--- config.mk ---
export PLATFORM = sky130hd
export DESIGN_NAME = line_segment_window_clip_core
export DESIGN_NICKNAME = d
export VERILOG_FILES = /design/src/lswc_pkg.sv /design/src/line_segment_window_clip_core.sv /design/src/lswc_ctrl.sv /design/src/lswc_datapath.sv
export SDC_FILE = /design/constraint.sdc
export NUM_CORES = 2
export LEC_CHECK = 0
export BUFFER_PORTS_ARGS = -buffer_cell sky130_fd_sc_hd__buf_4
export CORE_MARGIN = 4
export CORE_UTILIZATION = 50
export CTS_BUF_LIST = sky130_fd_sc_hd__clkbuf_4
export CTS_CLUSTER_SIZE = 10
export DETAILED_ROUTE_END_ITERATION = 10
export MAX_ROUTING_LAYER = met4
export PLACE_DENSITY = 0.67
export SETUP_SLACK_MARGIN = 0.4
export SKIP_LAST_GASP = 1
export SLEW_MARGIN = 20
export SYNTH_ARGS = -nofsm -noshare
export SYNTH_HDL_FRONTEND = slang
export SYNTH_HIERARCHICAL = 1
export SYNTH_SLANG_ARGS = --single-unit
--- constraint.sdc ---
create_clock -name aclk -period 18.2 [get_ports aclk]
set_clock_uncertainty 0.2 [all_clocks]
set_input_delay 1.82 -clock aclk [delete_from_list [all_inputs] [get_ports aclk]]
set_output_delay 1.82 -clock aclk [all_outputs]
set_load 0.02 [all_outputs]
--- src/lswc_pkg.sv ---
// Shared types and constants for the line segment window clipper.
// Used by the controller, the datapath, the top level and the testbench.
package lswc_pkg;

    localparam int COORD_WIDTH_DEF = 24;
    localparam int FRAC_BITS_DEF   = 8;
    localparam int CLIP_LIMIT      = 4;

    // outcode bits
    localparam logic [3:0] OC_LEFT  = 4'b0001;
    localparam logic [3:0] OC_RIGHT = 4'b0010;
    localparam logic [3:0] OC_BELOW = 4'b0100;
    localparam logic [3:0] OC_ABOVE = 4'b1000;

    // register indexes
    localparam logic [1:0] REG_X_MIN = 2'd0;
    localparam logic [1:0] REG_X_MAX = 2'd1;
    localparam logic [1:0] REG_Y_MIN = 2'd2;
    localparam logic [1:0] REG_Y_MAX = 2'd3;

    typedef enum logic [2:0] {
        ST_IDLE,
        ST_EVAL,
        ST_MUL,
        ST_DIV,
        ST_UPD,
        ST_OUT
    } state_t;

    typedef struct packed {
        logic load;
        logic setup;
        logic mul;
        logic div_step;
        logic update;
        logic emit;
    } cmd_t;

    typedef struct packed {
        logic trivial_acc;
        logic trivial_rej;
        logic zero_span;
        logic div_done;
        logic out_free;
    } status_t;

endpackage

--- src/line_segment_window_clip_core.sv ---
// Line segment clipper against a configurable window (Cohen-Sutherland).
// Usage: write the four window edges over the APB port (byte address
// 4*i: x_min, x_max, y_min, y_max; 24-bit signed, 8 fraction bits),
// then stream segments in on s_tdata and take results from m_tdata/m_tuser.
// One segment is processed at a time, and no new one is taken before the
// last is finished. A trivially decided segment passes from evaluation
// straight to the output step; each endpoint move adds setup, a multiply,
// the one-bit-per-cycle restoring divider that follows the multiplier and
// the update, after which the segment is evaluated again. At most four
// moves; a move across a zero span skips the multiply and the divide.
// The result sits in an output register; the next segment is accepted
// while it waits, and a stalled m_tready holds it. A finished segment
// waits for the output register to free up before its result is written.
// Reset (aresetn, synchronous, active low) returns the window to
// +-320.0 by +-240.0 and drops any pending item and result.
// Depends on lswc_pkg, lswc_ctrl, lswc_datapath.
module line_segment_window_clip_core #(
    parameter int COORD_WIDTH = lswc_pkg::COORD_WIDTH_DEF,
    parameter int FRAC_BITS   = lswc_pkg::FRAC_BITS_DEF
) (
    input  logic                                   aclk,
    input  logic                                   aresetn,
    input  logic                                   psel,
    input  logic                                   penable,
    input  logic                                   pwrite,
    input  logic [3:0]                             paddr,
    input  logic [31:0]                            pwdata,
    output logic [31:0]                            prdata,
    output logic                                   pready,
    input  logic                                   s_tvalid,
    output logic                                   s_tready,
    // start_x, start_y, end_x, end_y
    input  logic [((4*COORD_WIDTH+7)/8)*8-1:0]     s_tdata,
    output logic                                   m_tvalid,
    input  logic                                   m_tready,
    // clip_start_x, clip_start_y, clip_end_x, clip_end_y
    output logic [((4*COORD_WIDTH+7)/8)*8-1:0]     m_tdata,
    // accepted
    output logic                                   m_tuser
);
    import lswc_pkg::*;

    localparam int W  = COORD_WIDTH;
    localparam int DW = ((4 * W + 7) / 8) * 8;
    localparam logic signed [W-1:0] RST_X = W'(64'sd320 <<< FRAC_BITS);
    localparam logic signed [W-1:0] RST_Y = W'(64'sd240 <<< FRAC_BITS);

    logic signed [W-1:0] x_min_reg, x_max_reg, y_min_reg, y_max_reg;
    logic                wr;
    cmd_t                cmd;
    status_t             st;
    logic [W-1:0]        osx, osy, oex, oey;

    assign pready = 1'b1;
    assign wr     = psel && penable && pwrite;

    always_ff @(posedge aclk) begin
        if (!aresetn) begin
            x_min_reg <= -RST_X;
            x_max_reg <= RST_X;
            y_min_reg <= -RST_Y;
            y_max_reg <= RST_Y;
        end else if (wr) begin
            case (paddr[3:2])
                REG_X_MIN: x_min_reg <= W'(pwdata);
                REG_X_MAX: x_max_reg <= W'(pwdata);
                REG_Y_MIN: y_min_reg <= W'(pwdata);
                REG_Y_MAX: y_max_reg <= W'(pwdata);
                default:   x_min_reg <= x_min_reg;
            endcase
        end
    end

    always_comb begin
        case (paddr[3:2])
            REG_X_MIN: prdata = 32'(x_min_reg);
            REG_X_MAX: prdata = 32'(x_max_reg);
            REG_Y_MIN: prdata = 32'(y_min_reg);
            REG_Y_MAX: prdata = 32'(y_max_reg);
            default:   prdata = '0;
        endcase
    end

    lswc_ctrl u_ctrl (
        .aclk     (aclk),
        .aresetn  (aresetn),
        .s_tvalid (s_tvalid),
        .s_tready (s_tready),
        .st       (st),
        .cmd      (cmd)
    );

    lswc_datapath #(
        .COORD_WIDTH (W)
    ) u_dp (
        .aclk      (aclk),
        .aresetn   (aresetn),
        .cmd       (cmd),
        .st        (st),
        .win_x_min (x_min_reg),
        .win_x_max (x_max_reg),
        .win_y_min (y_min_reg),
        .win_y_max (y_max_reg),
        .in_sx     (s_tdata[W-1:0]),
        .in_sy     (s_tdata[2*W-1:W]),
        .in_ex     (s_tdata[3*W-1:2*W]),
        .in_ey     (s_tdata[4*W-1:3*W]),
        .m_tready  (m_tready),
        .m_tvalid  (m_tvalid),
        .out_acc   (m_tuser),
        .out_sx    (osx),
        .out_sy    (osy),
        .out_ex    (oex),
        .out_ey    (oey)
    );

    assign m_tdata = DW'({oey, oex, osy, osx});

endmodule

--- src/lswc_ctrl.sv ---
// Sequencer of the clipper: accept, evaluate, multiply, serial divide, update, output.
// Depends on lswc_pkg.
module lswc_ctrl (
    input  logic            aclk,
    input  logic            aresetn,
    input  logic            s_tvalid,
    output logic            s_tready,
    input  lswc_pkg::status_t st,
    output lswc_pkg::cmd_t  cmd
);
    import lswc_pkg::*;

    state_t state_reg, state_next;

    always_ff @(posedge aclk) begin
        if (!aresetn) begin
            state_reg <= ST_IDLE;
        end else begin
            state_reg <= state_next;
        end
    end

    always_comb begin
        state_next = state_reg;
        case (state_reg)
            ST_IDLE: begin
                if (s_tvalid) state_next = ST_EVAL;
            end
            ST_EVAL: begin
                if (st.trivial_acc || st.trivial_rej) state_next = ST_OUT;
                else if (st.zero_span)                state_next = ST_UPD;
                else                                  state_next = ST_MUL;
            end
            ST_MUL: state_next = ST_DIV;
            ST_DIV: begin
                if (st.div_done) state_next = ST_UPD;
            end
            ST_UPD: state_next = ST_EVAL;
            ST_OUT: begin
                if (st.out_free) state_next = ST_IDLE;
            end
            default: state_next = ST_IDLE;
        endcase
    end

    always_comb begin
        cmd      = '0;
        s_tready = 1'b0;
        case (state_reg)
            ST_IDLE: begin
                s_tready = 1'b1;
                cmd.load = s_tvalid;
            end
            ST_EVAL: cmd.setup    = !(st.trivial_acc || st.trivial_rej);
            ST_MUL:  cmd.mul      = 1'b1;
            ST_DIV:  cmd.div_step = 1'b1;
            ST_UPD:  cmd.update   = 1'b1;
            ST_OUT:  cmd.emit     = st.out_free;
            default: cmd = '0;
        endcase
    end

endmodule

--- src/lswc_datapath.sv ---
// Datapath: endpoint registers, outcodes, multiplier, restoring divider,
// saturating update and the result register. Depends on lswc_pkg.
module lswc_datapath #(
    parameter int COORD_WIDTH = lswc_pkg::COORD_WIDTH_DEF
) (
    input  logic                          aclk,
    input  logic                          aresetn,
    input  lswc_pkg::cmd_t                cmd,
    output lswc_pkg::status_t             st,
    input  logic signed [COORD_WIDTH-1:0] win_x_min,
    input  logic signed [COORD_WIDTH-1:0] win_x_max,
    input  logic signed [COORD_WIDTH-1:0] win_y_min,
    input  logic signed [COORD_WIDTH-1:0] win_y_max,
    input  logic signed [COORD_WIDTH-1:0] in_sx,
    input  logic signed [COORD_WIDTH-1:0] in_sy,
    input  logic signed [COORD_WIDTH-1:0] in_ex,
    input  logic signed [COORD_WIDTH-1:0] in_ey,
    input  logic                          m_tready,
    output logic                          m_tvalid,
    output logic                          out_acc,
    output logic [COORD_WIDTH-1:0]        out_sx,
    output logic [COORD_WIDTH-1:0]        out_sy,
    output logic [COORD_WIDTH-1:0]        out_ex,
    output logic [COORD_WIDTH-1:0]        out_ey
);
    import lswc_pkg::*;

    localparam int W  = COORD_WIDTH;
    localparam int PW = 2 * W + 2;
    localparam int CW = $clog2(PW);
    localparam logic [PW-1:0] QLIM = PW'(1) << (W + 1);
    localparam logic signed [W+2:0] CMAX = (W+3)'((64'sd1 <<< (W - 1)) - 64'sd1);
    localparam logic signed [W+2:0] CMIN = -CMAX - (W+3)'(1);

    function automatic logic [3:0] outcode(input logic signed [W-1:0] x,
                                           input logic signed [W-1:0] y,
                                           input logic signed [W-1:0] xmin,
                                           input logic signed [W-1:0] xmax,
                                           input logic signed [W-1:0] ymin,
                                           input logic signed [W-1:0] ymax);
        logic [3:0] c;
        c = '0;
        if (x < xmin)      c = c | OC_LEFT;
        else if (x > xmax) c = c | OC_RIGHT;
        if (y < ymin)      c = c | OC_BELOW;
        else if (y > ymax) c = c | OC_ABOVE;
        return c;
    endfunction

    function automatic logic [W:0] mag(input logic signed [W:0] v);
        return v[W] ? (W+1)'(0) - v : v;
    endfunction

    logic signed [W-1:0] sx_reg, sy_reg, ex_reg, ey_reg;
    logic signed [W:0]   w_reg, h_reg;
    logic [2:0]          moves_reg;
    logic                on_start_reg, axis_x_reg, neg_reg, zero_reg;
    logic signed [W-1:0] edge_reg, base_reg;
    logic [W:0]          num_mag_reg, dlt_mag_reg, den_mag_reg;
    logic [PW-1:0]       quo_reg;
    logic [W:0]          rem_reg;
    logic [CW-1:0]       cnt_reg;
    logic                m_valid_reg;
    logic                acc_reg;
    logic [W-1:0]        osx_reg, osy_reg, oex_reg, oey_reg;

    logic [3:0]          sc, ec, cur;
    logic                axis_x;
    logic signed [W-1:0] edge_v, base_v, from_v;
    logic signed [W:0]   num_v, den_v, dlt_v;
    logic [W+1:0]        trial;
    logic                ge;
    logic [W+1:0]        qc;
    logic signed [W+2:0] sum;
    logic signed [W-1:0] val;
    logic signed [W-1:0] nx, ny;

    assign sc = outcode(sx_reg, sy_reg, win_x_min, win_x_max, win_y_min, win_y_max);
    assign ec = outcode(ex_reg, ey_reg, win_x_min, win_x_max, win_y_min, win_y_max);

    assign st.trivial_acc = ((sc | ec) == 4'b0000);
    assign st.trivial_rej = ((sc & ec) != 4'b0000) || (moves_reg >= 3'(CLIP_LIMIT));
    assign st.zero_span   = (w_reg == '0) || (h_reg == '0);
    assign st.div_done    = (cnt_reg == CW'(PW - 1));
    assign st.out_free    = !m_valid_reg || m_tready;

    // move setup: outside point (start first), crossed edge, operands
    always_comb begin
        cur    = (sc != 4'b0000) ? sc : ec;
        axis_x = (cur < OC_BELOW);
        if (axis_x) begin
            edge_v = ((cur & OC_LEFT) != 4'b0000) ? win_x_min : win_x_max;
            base_v = sy_reg;
            from_v = sx_reg;
            num_v  = h_reg;
            den_v  = w_reg;
        end else begin
            edge_v = ((cur & OC_BELOW) != 4'b0000) ? win_y_min : win_y_max;
            base_v = sx_reg;
            from_v = sy_reg;
            num_v  = w_reg;
            den_v  = h_reg;
        end
        dlt_v = (W+1)'(edge_v) - (W+1)'(from_v);
    end

    // restoring divide step
    assign trial = {rem_reg, quo_reg[PW-1]};
    assign ge    = (trial >= {1'b0, den_mag_reg});

    // saturating update
    always_comb begin
        qc  = (quo_reg > QLIM) ? QLIM[W+1:0] : quo_reg[W+1:0];
        sum = (W+3)'(base_reg) + (neg_reg ? -$signed({1'b0, qc}) : $signed({1'b0, qc}));
        if (zero_reg)         val = base_reg;
        else if (sum > CMAX)  val = CMAX[W-1:0];
        else if (sum < CMIN)  val = CMIN[W-1:0];
        else                  val = sum[W-1:0];
        nx = axis_x_reg ? edge_reg : val;
        ny = axis_x_reg ? val : edge_reg;
    end

    always_ff @(posedge aclk) begin
        if (cmd.load) begin
            sx_reg    <= in_sx;
            sy_reg    <= in_sy;
            ex_reg    <= in_ex;
            ey_reg    <= in_ey;
            w_reg     <= (W+1)'(in_ex) - (W+1)'(in_sx);
            h_reg     <= (W+1)'(in_ey) - (W+1)'(in_sy);
            moves_reg <= '0;
        end
        if (cmd.setup) begin
            on_start_reg <= (sc != 4'b0000);
            axis_x_reg   <= axis_x;
            edge_reg     <= edge_v;
            base_reg     <= base_v;
            zero_reg     <= st.zero_span;
            neg_reg      <= num_v[W] ^ dlt_v[W] ^ den_v[W];
            num_mag_reg  <= mag(num_v);
            dlt_mag_reg  <= mag(dlt_v);
            den_mag_reg  <= mag(den_v);
        end
        if (cmd.mul) begin
            quo_reg <= num_mag_reg * dlt_mag_reg;
            rem_reg <= '0;
            cnt_reg <= '0;
        end
        if (cmd.div_step) begin
            quo_reg <= {quo_reg[PW-2:0], ge};
            rem_reg <= ge ? (W+1)'(trial - {1'b0, den_mag_reg}) : trial[W:0];
            cnt_reg <= cnt_reg + CW'(1);
        end
        if (cmd.update) begin
            moves_reg <= moves_reg + 3'd1;
            if (on_start_reg) begin
                sx_reg <= nx;
                sy_reg <= ny;
            end else begin
                ex_reg <= nx;
                ey_reg <= ny;
            end
        end
        if (cmd.emit) begin
            acc_reg <= st.trivial_acc;
            osx_reg <= sx_reg;
            osy_reg <= sy_reg;
            oex_reg <= ex_reg;
            oey_reg <= ey_reg;
        end
    end

    always_ff @(posedge aclk) begin
        if (!aresetn) begin
            m_valid_reg <= 1'b0;
        end else if (cmd.emit) begin
            m_valid_reg <= 1'b1;
        end else if (m_tready) begin
            m_valid_reg <= 1'b0;
        end
    end

    assign m_tvalid = m_valid_reg;
    assign out_acc  = acc_reg;
    assign out_sx   = osx_reg;
    assign out_sy   = osy_reg;
    assign out_ex   = oex_reg;
    assign out_ey   = oey_reg;

endmodule

After elaboration in Yosys (flattened, before gate mapping)
Index checks and enable logic that the tools add are counted.
{ "word_totals": {"reg_bits": 554, "input_bits": 139, "out_inout_bits": 132, "wordCells": 161} }
{ "classes": {"addsub": 11, "n_mul": 1, "magnitude_cmp": 14, "eq_ne": 12, "n_mux": 63, "n_bitwise": 4, "reduce_logical": 23} }
{ "op_table": {"columns": ["operator", "count"], "rows": [
  ["$mux 24", 25],
  ["$pmux 32 s4", 1],
  ["$mux 25", 5],
  ["$mux 50", 2],
  ["$gt 24x24->1", 4],
  ["$lt 24x24->1", 4],
  ["$sub 1x25->25 const A", 3],
  ["$sub 24x24->25", 3],
  ["$gt 50x26->1 const B", 1],
  ["$logic_not 25->1", 2],
  ["$mul 25x25->50", 1],
  ["$add 24x27->27", 1],
  ["$gt 27x24->1 const B", 1],
  ["$lt 27x24->1 const B", 1],
  ["$mux 27", 1],
  ["$neg 26->27", 1],
  ["$ge 26x25->1", 1],
  ["$mux 26", 1],
  ["$sub 25x25->25", 1],
  ["$mux 4", 6],
  ["$mux 3", 7],
  ["$pmux 3 s6", 1],
  ["$mux 6", 2],
  ["$mux 1", 9],
  ["other kinds (26)", 44]
]} }

Longest topological paths before layout
{ "logic_depth": {"depth_word": 12, "mapped_depth": 31, "mapped_depth_nobuf": 28} }

Hierarchy
Netlist, hierarchy kept.
{ "modules_own_cells": {"columns": ["mod", "n_inst", "cells_each", "area_each_um2", "seq_area_each_um2"], "rows": [
  ["lswc_datapath", 1, 5589, 51683.3, 12692.2],
  ["line_segment_window_clip_core", 1, 410, 4326.6, 1921.8],
  ["lswc_ctrl", 1, 34, 306.5, 60.1]
]} }

Least setup slack after synthesis
Ideal clock, no wire load.
{ "synth_timing": {"kind": "register -> register", "startpoint": "reg y_max_reg[9]", "endpoint": "reg u_dp.axis_x_reg, enable pin", "setup_ns": 0.770, "t_arrival_ns": 11.551, "required_ns": 17.230, "slack_ns": 5.679, "path_stages_with_launch": 15, "n_path_buf": 0, "period_less_slack_ns": 12.521, "path_cell_list": "dfxtp_1 inv_1 ha_1 a21o_1 nand3_1 a21oi_1 or4_1 a221o_1 o21ai_0 nor2_1 nand3_1 o21ai_0 a2111o_1 or2_2 nor3_1"} }
{ "synth_rtl": {"columns": ["element", "line", "source"], "rows": [
  ["start, declared", "line_segment_window_clip_core.sv:48", "logic signed [W-1:0] x_min_reg, x_max_reg, y_min_reg, y_max_reg;"],
  ["start signal, assigned", "line_segment_window_clip_core.sv:68", "REG_Y_MAX: y_max_reg <= W'(pwdata);"],
  ["end signal, assigned", "lswc_datapath.sv:135", "axis_x_reg <= axis_x;"],
  ["end, declared", "lswc_datapath.sv:57", "logic on_start_reg, axis_x_reg, neg_reg, zero_reg;"]
]} }

Final worst setup path
{ "layout_timing": {"startpoint": "reg u_dp.sy_reg[1]", "endpoint": "reg u_dp.dlt_mag_reg[24] (data pin)"} }
{ "layout_via": {"elab_chain_cells": 9, "elab_cells_between_ends": 13, "classes_between": "add/sub: 2; order compare: 3; mux: 7; reduce/logical: 1"} }
{ "layout_rtl": {"columns": ["element", "line", "source"], "rows": [
  ["start, declared", "lswc_datapath.sv:54", "logic signed [W-1:0] sx_reg, sy_reg, ex_reg, ey_reg;"],
  ["start signal, assigned", "lswc_datapath.sv:126", "sy_reg <= in_sy;"],
  ["start signal, assigned", "lswc_datapath.sv:158", "sy_reg <= ny;"],
  ["$gt 24x24->1", "lswc_datapath.sv:46", "else if (y > ymax) c = c | OC_ABOVE;"],
  ["$mux 4", "lswc_datapath.sv:46", null],
  ["$mux 4 (*)", "lswc_datapath.sv:45", "if (y < ymin) c = c | OC_BELOW;"],
  ["$reduce_bool 4->1", "lswc_datapath.sv:89", "cur = (sc != 4'b0000) ? sc : ec;"],
  ["$mux 4 (*)", "lswc_datapath.sv:89", null],
  ["$lt 4x3->1, or another cell as far along", "lswc_datapath.sv:90", "axis_x = (cur < OC_BELOW);"],
  ["$mux 24 (*)", "lswc_datapath.sv:91", "if (axis_x) begin"],
  ["net u_dp.edge_v[1]", "lswc_datapath.sv:69", "logic signed [W-1:0] edge_v, base_v, from_v;"],
  ["$sub 24x24->25 (*)", "lswc_datapath.sv:104", "dlt_v = (W+1)'(edge_v) - (W+1)'(from_v);"],
  ["$sub 1x25->25", "lswc_datapath.sv:51", "return v[W] ? (W+1)'(0) - v : v;"],
  ["end signal, assigned", "lswc_datapath.sv:141", "dlt_mag_reg <= mag(dlt_v);"],
  ["end, declared", "lswc_datapath.sv:59", "logic [W:0] num_mag_reg, dlt_mag_reg, den_mag_reg;"]
]} }
Mark *: on every way through the listed nets, which the timed path passes. The rest lies on a longest branch.
A chain may end at the register's enable or synchronous reset.

==> results.md <==
- Status: finished, final reports clean
- H-Tree Depth: 4
- Placer congestion estimate: 1.01
- Worst EP required: 18740 ps
- Final hold viol count: 0
- Reg-to-Reg Start: u_dp/sy_reg[1]$_DFF_P_
- Avg WL per Cell: 23.4 um
- RSZ-0062 raised after global routing: no
- Worst Setup End Kind: register
- Fin crit share: 54.0%
- Endpoints failing setup: 0
- Hold Crit Class: reg -> reg
- DRT antenna net count: 0
- Asr flop ratio synth: 0%
- Post-synth top cells: 831 x nand2_1, 804 x inv_1, 531 x fa_1
- Tightest Pin Transition: 1130 ps
- Top-count cell post-synth: nand2_1
- WS Path Type: reg -> reg
- Hold_buf cts: 0
- Rows: 122
- Largest register FFs: 50
- CTS resizes: 0
- Die Area: 118000 um2
- Yosys top cell area share: 19.1%
- Global-route wire length before repair: 280000 um
- DP HPWL: 142000 um
- CTS max path bufs: 3
- Max-slew headroom: 24.9%
- R2R depth: 25
- Tmin final: 9830 ps
- Hold path depth: 2
- Top FF cell, synth: edfxtp_1
- DR vias/cell: 5.86
- Worst Path Arrival: 10370 ps
- Core area: 111000 um2
- CTS Sinks: 554
- Initial Util: 50.6%
- CTS clk-pin slew, worst paths: 70 ps
- Final Max Slew Viols: 0
- Post-Route WL: 184000 um
- Worst skew pair latency: 1060 ps
- First-pass DRT Iterations: 6
- Initial antenna violation count: 11
- Highest clock rate: 102 MHz
- Hold path endpoint: y_max_reg[10]$_SDFFE_PN0P_
- Fill count: 10100
- Max Cap Viol: 0
- Synthesized area per cell: 9.33 um2
- TNS Setup: 0 ps
- CP Max Fanout: 53
- Share of layout cells above drive strength 1: 11.1%
- Root buffer cell: clkbuf_4
- Initial drt markers: 4318
- Ys Warns: 6
- Min-Delay Startpoint: y_max_reg[10]$_SDFFE_PN0P_
- Sequential area share after synthesis: 26.1%
- GR Overflow Total: 0
- Worst reg2reg setup slack: 8370 ps
- IO Port Bufs: 259
- Drt drc: 0
- Area Growth Syn to Fin: 9.40%
- Yosys cell types: 100
- Syn_nets: 7209
- Post-synth EDFFs: 358
- Final nets: 7412
- Largest area contributor in the netlist: edfxtp_1
- Cts bufs inserted: 150
- Post-CTS Setup Bufs: 0
- Synthesized area: 56300 um2
- Dominant cells by area after synthesis: edfxtp_1 19%, fa_1 19%, ha_1 11%, dfxtp_1 7.0%, nand2_1 5.5%
- Seq cells post-synth: 554
- Die H: 344 um
- Total number of vias: 46000
- Pin count of the biggest net entering global routing: 81
- Vias in the first global route: 46200
- Worst reg2reg endpoint: u_dp/dlt_mag_reg[24]$_SDFFCE_PP0P_
- All-Layer GR Usage: 32.2%
- Die W: 344 um
- Synth Instances: 6033
- Startpoint Class: register
- TritonCTS clock tree: done
- IO Count: 271
==> cells in the final DEF, fill, tap and decap left out, types with 15 or more instances in the layout <==
cell type	count
clkinv_1	32
o21a_1	44
inv_1	804
or3_1	32
nor2b_1	125
clkbuf_4	217
o21ai_0	219
nand4_1	43
a21oi_1	332
a21o_1	94
a22oi_1	17
nand2b_1	37
nor3_1	62
nand2_1	831
nor4_1	28
xnor2_1	150
xor2_1	76
a31oi_1	33
or4_1	15
o211ai_1	32
and2_1	248
mux2_2	32
mux4_2	20
o22ai_1	26
dfxtp_1	196
ha_1	506
o31ai_1	27
a211oi_1	118
edfxtp_1	358
mux2i_1	202
nand3_1	64
buf_4	339
nor2_1	186
a21boi_0	15
o21bai_1	18
and3_1	16
fa_1	531
==> final cells by class <==
cell class | instances | area, um2 | area share [%]
well taps | 1488 | 1860 | 3.02
multi-input cells | 4381 | 37400 | 60.7
clock inverters | 54 | 389 | 0.632
clock buffers | 217 | 1630 | 2.64
inverters | 808 | 3040 | 4.93
diodes | 7 | 17.5 | 0.0284
flip-flops and latches | 554 | 14700 | 23.8
repair buffers | 341 | 2570 | 4.18
==> routing by layer <==
layer / global-route usage (%) / vias to the layer above / routed length [um]
li1: - / 20800 / -
met1: 40.8 / 22500 / 73400
met2: 49.8 / 2230 / 83000
met3: 5.72 / 498 / 16400
met4: 16.4 / 0 / 10800
met5: - / - / 0
==> worst max-delay path, stage by stage (launching register included) <==
cell	delay, ps
dfxtp_1	810
ha_1	360
a2111o_1	360
a21oi_1	350
o21ai_0	210
a221oi_1	590
o311a_1	290
nor3_1	80
buf_4	200
o21ai_4	60
buf_4	620
inv_4	200
nand2_1	710
o22ai_1	150
a21oi_1	730
ha_1	360
nor2b_1	140
o31ai_1	470
a211oi_1	220
o21ai_0	340
xnor2_1	180
or4_1	570
or3_1	380
nor2_1	250
nand4_1	190
nor4_1	510
==> cell families after synthesis <==
kind of cell / after synthesis / share of synthesized area (%)
AND/OR/NAND/NOR: 1742 / 14.7
AO/OA/AOI/OAI: 1115 / 12.7
buffers and inverters: 1098 / 7.60
adder cells (fa/ha/maj): 1037 / 30.1
flip-flops: 554 / 26.1
multiplexers: 259 / 5.23
XOR/XNOR: 227 / 3.54
other: 1 / 0.00666
==> stage by stage <==
| step | setup WS [ps] | utilization (%) | instance area, um2 | hold WS, ps | std cells |
|---|---|---|---|---|---|
| after global routing | 8340 | 55.4 | 61600 | 297 | 7848 |
| final | 8370 | 55.4 | 61600 | 277 | 7850 |
| after detailed placement | 8910 | 53.5 | 59500 | 269 | 7570 |
| after global placement | 8780 | 53.5 | 59500 | 259 | 7570 |
| after floorplan | 5680 | - | 56300 | 221 | 6033 |
| after CTS | 8810 | 55.3 | 61600 | 277 | 7841 |
==> how the worst max path moves through the flow <==
| stage | startpoint | endpoint | slack (ps) | cells after the start |
|---|---|---|---|---|
| 6_report | u_dp/sy_reg[1]$_DFF_P_ | u_dp/dlt_mag_reg[24]$_SDFFCE_PP0P_ | 8370 | 25 |
| 5_1_grt | u_dp/sy_reg[1]$_DFF_P_ | u_dp/dlt_mag_reg[24]$_SDFFCE_PP0P_ | 8340 | 25 |
| 4_1_cts | u_dp/sy_reg[1]$_DFF_P_ | u_dp/dlt_mag_reg[24]$_SDFFCE_PP0P_ | 8810 | 25 |
| 3_5_place_dp | u_dp/sy_reg[1]$_DFF_P_ | u_dp/dlt_mag_reg[24]$_SDFFCE_PP0P_ | 8910 | 25 |
| 3_3_place_gp | u_dp/sy_reg[1]$_DFF_P_ | u_dp/dlt_mag_reg[24]$_SDFFCE_PP0P_ | 8780 | 25 |
| 2_1_floorplan | y_max_reg[9]$_SDFFE_PN0P_ | u_dp/axis_x_reg$_DFFE_PP_ | 5680 | 14 |
Power is left out: the tool's default activity adds up to more than one toggle a clock period on the data nets, which glitch-free logic cannot reach.
